===== src/design/esu_pkg.sv =====
`default_nettype none

package esu_pkg;

    localparam int BYTE_W = 8;
    localparam int ERR_W  = 3;
    localparam int ACC_W  = 12;

    localparam logic [1:0] MODE_NORMAL = 2'd0;
    localparam logic [1:0] MODE_ESCAPE = 2'd1;
    localparam logic [1:0] MODE_HEX    = 2'd2;
    localparam logic [1:0] MODE_ERROR  = 2'd3;

    localparam logic [ERR_W-1:0] ERR_NONE    = 3'd0;
    localparam logic [ERR_W-1:0] ERR_UNKNOWN = 3'd1;
    localparam logic [ERR_W-1:0] ERR_BADHEX  = 3'd2;
    localparam logic [ERR_W-1:0] ERR_RANGE   = 3'd3;
    localparam logic [ERR_W-1:0] ERR_TRUNC   = 3'd4;

    localparam logic [BYTE_W-1:0] CHR_BSLASH = 8'h5c;
    localparam logic [BYTE_W-1:0] CHR_QUOTE  = 8'h22;
    localparam logic [BYTE_W-1:0] CHR_APOS   = 8'h27;
    localparam logic [BYTE_W-1:0] CHR_N      = 8'h6e;
    localparam logic [BYTE_W-1:0] CHR_T      = 8'h74;
    localparam logic [BYTE_W-1:0] CHR_R      = 8'h72;
    localparam logic [BYTE_W-1:0] CHR_U      = 8'h75;
    localparam logic [BYTE_W-1:0] CTL_LF     = 8'h0a;
    localparam logic [BYTE_W-1:0] CTL_TAB    = 8'h09;
    localparam logic [BYTE_W-1:0] CTL_CR     = 8'h0d;

    typedef struct packed {
        logic                last;
        logic [ERR_W-1:0]    err;
        logic [BYTE_W-1:0]   data;
    } result_t;

    // Bit 4 set means the character is not a hex digit; bits 3:0 hold its value.
    function automatic logic [4:0] hex_digit(input logic [BYTE_W-1:0] c);
        logic [4:0] d;
        case (c) inside
            [8'h30:8'h39]: d = {1'b0, 4'(c - 8'h30)};
            [8'h61:8'h66]: d = {1'b0, 4'(c - 8'h57)};
            [8'h41:8'h46]: d = {1'b0, 4'(c - 8'h37)};
            default:       d = 5'b1_0000;
        endcase
        return d;
    endfunction

endpackage

`default_nettype wire


===== src/design/escaped_string_unescaper.sv =====
// Decodes backslash escapes in a byte stream, one byte accepted per clock cycle while
// s_tready is high; each result is registered in out_reg, or in skid_reg while the sink
// stalls. Each input byte gives at most one result: a decoded byte with error code 0,
// or a single error report (byte 0 and a nonzero code) after which the rest of the
// stream is dropped until the byte that carries s_tlast. A stream whose last byte
// leaves an escape open reports code 4. The decode state sits in registers and is
// updated by one level of logic per byte; results go into a two-entry output stage, so
// s_tready depends only on registers and the block keeps taking bytes while one result
// waits. cfg_wdata = 0 passes bytes through unchanged; write it only while idle.
`default_nettype none

module escaped_string_unescaper (
    input  wire logic        aclk,
    input  wire logic        aresetn,
    input  wire logic        cfg_we,
    input  wire logic        cfg_wdata,
    input  wire logic        s_tvalid,
    output logic             s_tready,
    input  wire logic [7:0]  s_tdata,   // [7:0] in_byte
    input  wire logic        s_tlast,
    output logic             m_tvalid,
    input  wire logic        m_tready,
    output logic [15:0]      m_tdata,   // [7:0] out_byte, [10:8] error_code, [15:11] zero
    output logic             m_tlast
);
    import esu_pkg::*;

    logic             enable_reg;
    logic [1:0]       mode_reg, mode_next;
    logic [1:0]       digits_reg, digits_next;
    logic [ACC_W-1:0] acc_reg, acc_next;

    logic             out_valid_reg, out_valid_next;
    logic             skid_valid_reg, skid_valid_next;
    result_t          out_reg, out_next;
    result_t          skid_reg, skid_next;

    logic             in_fire;
    logic             res_valid;
    result_t          res;
    logic [4:0]       hex;
    logic [15:0]      full_value;
    logic             out_free;

    assign s_tready = !skid_valid_reg;
    assign in_fire  = s_tvalid && s_tready;
    assign hex      = hex_digit(s_tdata);
    assign full_value = {acc_reg, hex[3:0]};

    always_comb begin
        mode_next   = mode_reg;
        digits_next = digits_reg;
        acc_next    = acc_reg;
        res_valid   = 1'b0;
        res.last    = s_tlast;
        res.err     = ERR_NONE;
        res.data    = '0;

        if (!enable_reg) begin
            res_valid = 1'b1;
            res.data  = s_tdata;
        end else begin
            case (mode_reg)
                MODE_NORMAL: begin
                    if (s_tdata == CHR_BSLASH) begin
                        mode_next = MODE_ESCAPE;
                    end else begin
                        res_valid = 1'b1;
                        res.data  = s_tdata;
                    end
                end
                MODE_ESCAPE: begin
                    mode_next = MODE_NORMAL;
                    case (s_tdata) inside
                        CHR_N: begin
                            res_valid = 1'b1;
                            res.data  = CTL_LF;
                        end
                        CHR_T: begin
                            res_valid = 1'b1;
                            res.data  = CTL_TAB;
                        end
                        CHR_R: begin
                            res_valid = 1'b1;
                            res.data  = CTL_CR;
                        end
                        CHR_QUOTE, CHR_APOS, CHR_BSLASH: begin
                            res_valid = 1'b1;
                            res.data  = s_tdata;
                        end
                        CHR_U: begin
                            mode_next   = MODE_HEX;
                            digits_next = '0;
                            acc_next    = '0;
                        end
                        default: begin
                            res.err = ERR_UNKNOWN;
                        end
                    endcase
                end
                MODE_HEX: begin
                    if (hex[4]) begin
                        res.err = ERR_BADHEX;
                    end else if (digits_reg == 2'd3) begin
                        mode_next   = MODE_NORMAL;
                        digits_next = '0;
                        acc_next    = '0;
                        if (full_value[15:8] != 8'd0) begin
                            res.err = ERR_RANGE;
                        end else begin
                            res_valid = 1'b1;
                            res.data  = full_value[7:0];
                        end
                    end else begin
                        acc_next    = {acc_reg[ACC_W-5:0], hex[3:0]};
                        digits_next = digits_reg + 2'd1;
                    end
                end
                default: begin
                    // Sticky error: the stream is swallowed until its last byte.
                end
            endcase

            if (mode_reg != MODE_ERROR && res.err == ERR_NONE && s_tlast
                && mode_next != MODE_NORMAL) begin
                res.err = ERR_TRUNC;
            end

            if (res.err != ERR_NONE) begin
                res_valid   = 1'b1;
                res.data    = '0;
                mode_next   = MODE_ERROR;
                digits_next = '0;
                acc_next    = '0;
            end
        end

        if (s_tlast) begin
            mode_next   = MODE_NORMAL;
            digits_next = '0;
            acc_next    = '0;
        end
    end

    assign out_free = !out_valid_reg || m_tready;

    always_comb begin
        out_valid_next  = out_valid_reg;
        skid_valid_next = skid_valid_reg;
        out_next        = out_reg;
        skid_next       = skid_reg;
        if (out_free) begin
            if (skid_valid_reg) begin
                out_next        = skid_reg;
                out_valid_next  = 1'b1;
                skid_valid_next = 1'b0;
            end else if (in_fire && res_valid) begin
                out_next       = res;
                out_valid_next = 1'b1;
            end else begin
                out_valid_next = 1'b0;
            end
        end else if (in_fire && res_valid) begin
            skid_next       = res;
            skid_valid_next = 1'b1;
        end
    end

    always_ff @(posedge aclk) begin
        if (!aresetn) begin
            enable_reg     <= 1'b1;
            mode_reg       <= MODE_NORMAL;
            digits_reg     <= '0;
            acc_reg        <= '0;
            out_valid_reg  <= 1'b0;
            skid_valid_reg <= 1'b0;
        end else begin
            if (cfg_we) begin
                enable_reg <= cfg_wdata;
            end
            if (in_fire) begin
                mode_reg   <= mode_next;
                digits_reg <= digits_next;
                acc_reg    <= acc_next;
            end
            out_valid_reg  <= out_valid_next;
            skid_valid_reg <= skid_valid_next;
        end
    end

    always_ff @(posedge aclk) begin
        out_reg  <= out_next;
        skid_reg <= skid_next;
    end

    assign m_tvalid = out_valid_reg;
    assign m_tdata  = {5'd0, out_reg.err, out_reg.data};
    assign m_tlast  = out_reg.last;

endmodule

`default_nettype wire


===== config.mk =====
export PLATFORM = sky130hd
export DESIGN_NAME = escaped_string_unescaper
export DESIGN_NICKNAME = d
export VERILOG_FILES = /design/src/design/esu_pkg.sv /design/src/design/escaped_string_unescaper.sv
export SDC_FILE = /design/constraint.sdc
export NUM_CORES = 1
export LEC_CHECK = 0
export BUFFER_PORTS_ARGS = -buffer_cell sky130_fd_sc_hd__buf_2
export CAP_MARGIN = 20
export CELL_PAD_IN_SITES_DETAIL_PLACEMENT = 1
export CELL_PAD_IN_SITES_GLOBAL_PLACEMENT = 1
export CORE_MARGIN = 1
export CORE_UTILIZATION = 30
export CTS_BUF_LIST = sky130_fd_sc_hd__clkbuf_16
export DETAILED_ROUTE_END_ITERATION = 10
export PLACE_DENSITY_LB_ADDON = 0.1
export SLEW_MARGIN = 20
export SYNTH_ARGS = -nofsm -noshare
export SYNTH_HDL_FRONTEND = slang
export SYNTH_SLANG_ARGS = --single-unit
export TNS_END_PERCENT = 5

===== constraint.sdc =====
create_clock -name aclk -period 3.35 [get_ports aclk]
set_input_delay 0.335 -clock aclk [delete_from_list [all_inputs] [get_ports aclk]]
set_output_delay 0.335 -clock aclk [all_outputs]
set_load 0.05 [all_outputs]

==> metrics.csv <==
metric,value,unit
top_layer_used,met4,
async_flop_share,0,%
wl_per_cell,18.05,µm
final-hold-violation-count,0,
whs,0.2718,ns
dpl.hpwl,5700,µm
finalCritPeriodShare,90.04,%
cpMaxStageDelayCell,nor2b_1,
worstMarginPinSlew,0.9095,ns
status,"finished, final reports clean",
register_area,1101,µm²
synth_edf_count,24,
clkTransAtPathRegs,0.06,ns
rsz0062_at_grt,false,
ys_warn_count,0,
globalRouteTotalUtil,17.89,%
met1Wirelength,3689,µm
portBuffers,28,
clock_latency,0.28,ns
core_area,8217,µm²
synthTopCellsByArea,"edfxtp_1 28%, dfxtp_1 15%, a22o_1 4.5%, ha_1 4.4%, mux2_2 4.0%",
maxCapViolations,0,
rows,33,
hold_path.class,in -> reg,
antennaDiodeCount,0,
syn_to_final_growth,18.99,%
pre_cts_slack,0.03486,ns
drive_gt1_share,22.92,%
cts_root_buf,clkbuf_16,
grt_max_degree,19,
cp.required,3.57,ns
dp_cells,398,
post_cts_buffers,0,
die_w,94.31,µm
critPathArrivalTime,3.24,ns
wl,7328,µm
fmaxAchievable,331.5,MHz
dieArea,8893,µm²
final_cells,406,
ctsHoldBuffers,0,
synth_top_area_share,28.19,%
synth-simple-area-share,17.47,%
drc,0,
synth_xor_xnor_area_share,0,%
cts_tree,done,
synth_common_cells,"24 x edfxtp_1, 24 x nand2_1, 19 x dfxtp_1",
worstSetupPathType,in -> reg,
place_area,2893,µm²
synth_top_family_by_area,compound AO/OA/AOI/OAI gates,
synthCells,260,
start_util,31.11,%
vias,2186,
drt_iter0_markers,76,
powerDensity,405.1,nW/µm²
htreeDepth,2,
dr_wl_met2,3370,µm
fill_cells,955,
fin_util,37.02,%
endpoint_kind,flop,
vias_per_cell,5.384,
worstSetupStartpointType,input pin,
p_leak,1.180,nW
place_congestion,0.8351,
cp_max_fo,13,
synth.distinct_cells,61,
skew,0.004031,ns
grt_pass1_vias,2199,
nNetsFinal,324,
dr.pass1.iters,4,
synth_compound_area_share,24.87,%
wl_met3,205,µm
ant_nets,0,
clock_path_buffers,2,
fin_ws,0.3337,ns
multi_input_area,1335,µm²
synth-adder-area-share,4.405,%
numCtsBuffers,5,
synth.area.mux_share,4.748,%
syn_avg_cell_area,9.832,µm²
final-setup-viol-count,0,
pin_count,34,
vdd_drop_max,0.1935,mV
grt_antenna_before_repair,0,
netlist_area,2556,µm²
grt.overflow.total,0,
cts.sink_count,43,
ff2ff_path_depth,8,
p_total,1.232,mW
slew_headroom,39.24,%
fin_setup_tns,0,ns
grt_pass1_wl,12000,µm
path_cells,buf_2 > inv_1 > ha_1 > nor3b_1 > or4_1 > a22o_4 > a22oi_4 > a31oi_1 > nor2b_1 > mux2_2,
layout_min_cycle_time,3.016,ns
ys_seq_elements,43,
ys_seq_area_share,43.07,%
slew_viol_final,0,
synthFlopType,edfxtp_1,
worstHoldPathCells,2,
synth_largest_area_cell,edfxtp_1,
postLayoutCellArea,3042,µm²
slowest_delay,0.75,ns
ctsResizeCount,0,
die_h,94.31,µm
-- worst max-delay path: cells and delay by family --
kind            cells  cell delay (ns)
buf+inv             2             0.21
simple gates        3             1.48
mux                 1             0.29
fa+ha+maj           1             0.23
compound gates      3             0.70
-- per-layer routing --
layer | GRT usage, % | up-vias
met2 | 28.02 | 39
met3 | 2.427 | 4
met5 | 0 | -
li1 | - | 1071
met4 | 4.615 | 0
met1 | 25.71 | 1072
-- path summary, 6_finish.rpt --
check / from / end / slack (ns)
setup / recovery: s_tdata[1] / digits_reg[0]$_SDFFE_PN0P_ / 0.33
hold / removal: cfg_we / enable_reg$_SDFFE_PN1P_ / 0.27
hold reg to reg: acc_reg[9]$_SDFFE_PN0P_ / acc_reg[9]$_SDFFE_PN0P_ / 0.49
setup reg to reg: mode_reg[0]$_SDFFE_PN0P_ / digits_reg[0]$_SDFFE_PN0P_ / 0.46
-- final cells by class --
type	count	share of cell area (%)
multi-input combinational	193	43.89
sequential	43	36.20
timing repair buffer	45	9.214
tap	105	4.319
clock buffer	5	4.114
inverter	12	1.481
clock inverter	3	0.7816
-- power breakdown --
group          internal (mW)  total (mW)  switching, mW
Combinational         0.0487       0.171          0.122
Sequential             0.575       0.582        0.00742
Clock                  0.278       0.479          0.201
Total                  0.902        1.23          0.330
-- kinds of logic after synthesis --
| family | count (synthesis) |
|---|---|
| fa+ha+maj | 9 |
| buf+inv | 28 |
| other cells | 1 |
| mux | 11 |
| flops | 43 |
| simple gates | 86 |
| compound gates | 82 |
-- cells in the final DEF (no fill, tap or decap), drive strengths merged, types with 6 or more instances in the layout --
master  netlist  layout
inv          12      13
a22o         14      14
buf          10      45
nor2         16      16
a31oi         6       6
ha            9       9
o21ai        14      14
mux2          9       9
dfxtp        19      19
nand2        24      24
nor3          8       8
a21oi        11      11
edfxtp       24      24
(Power assumes the default switching activity.)
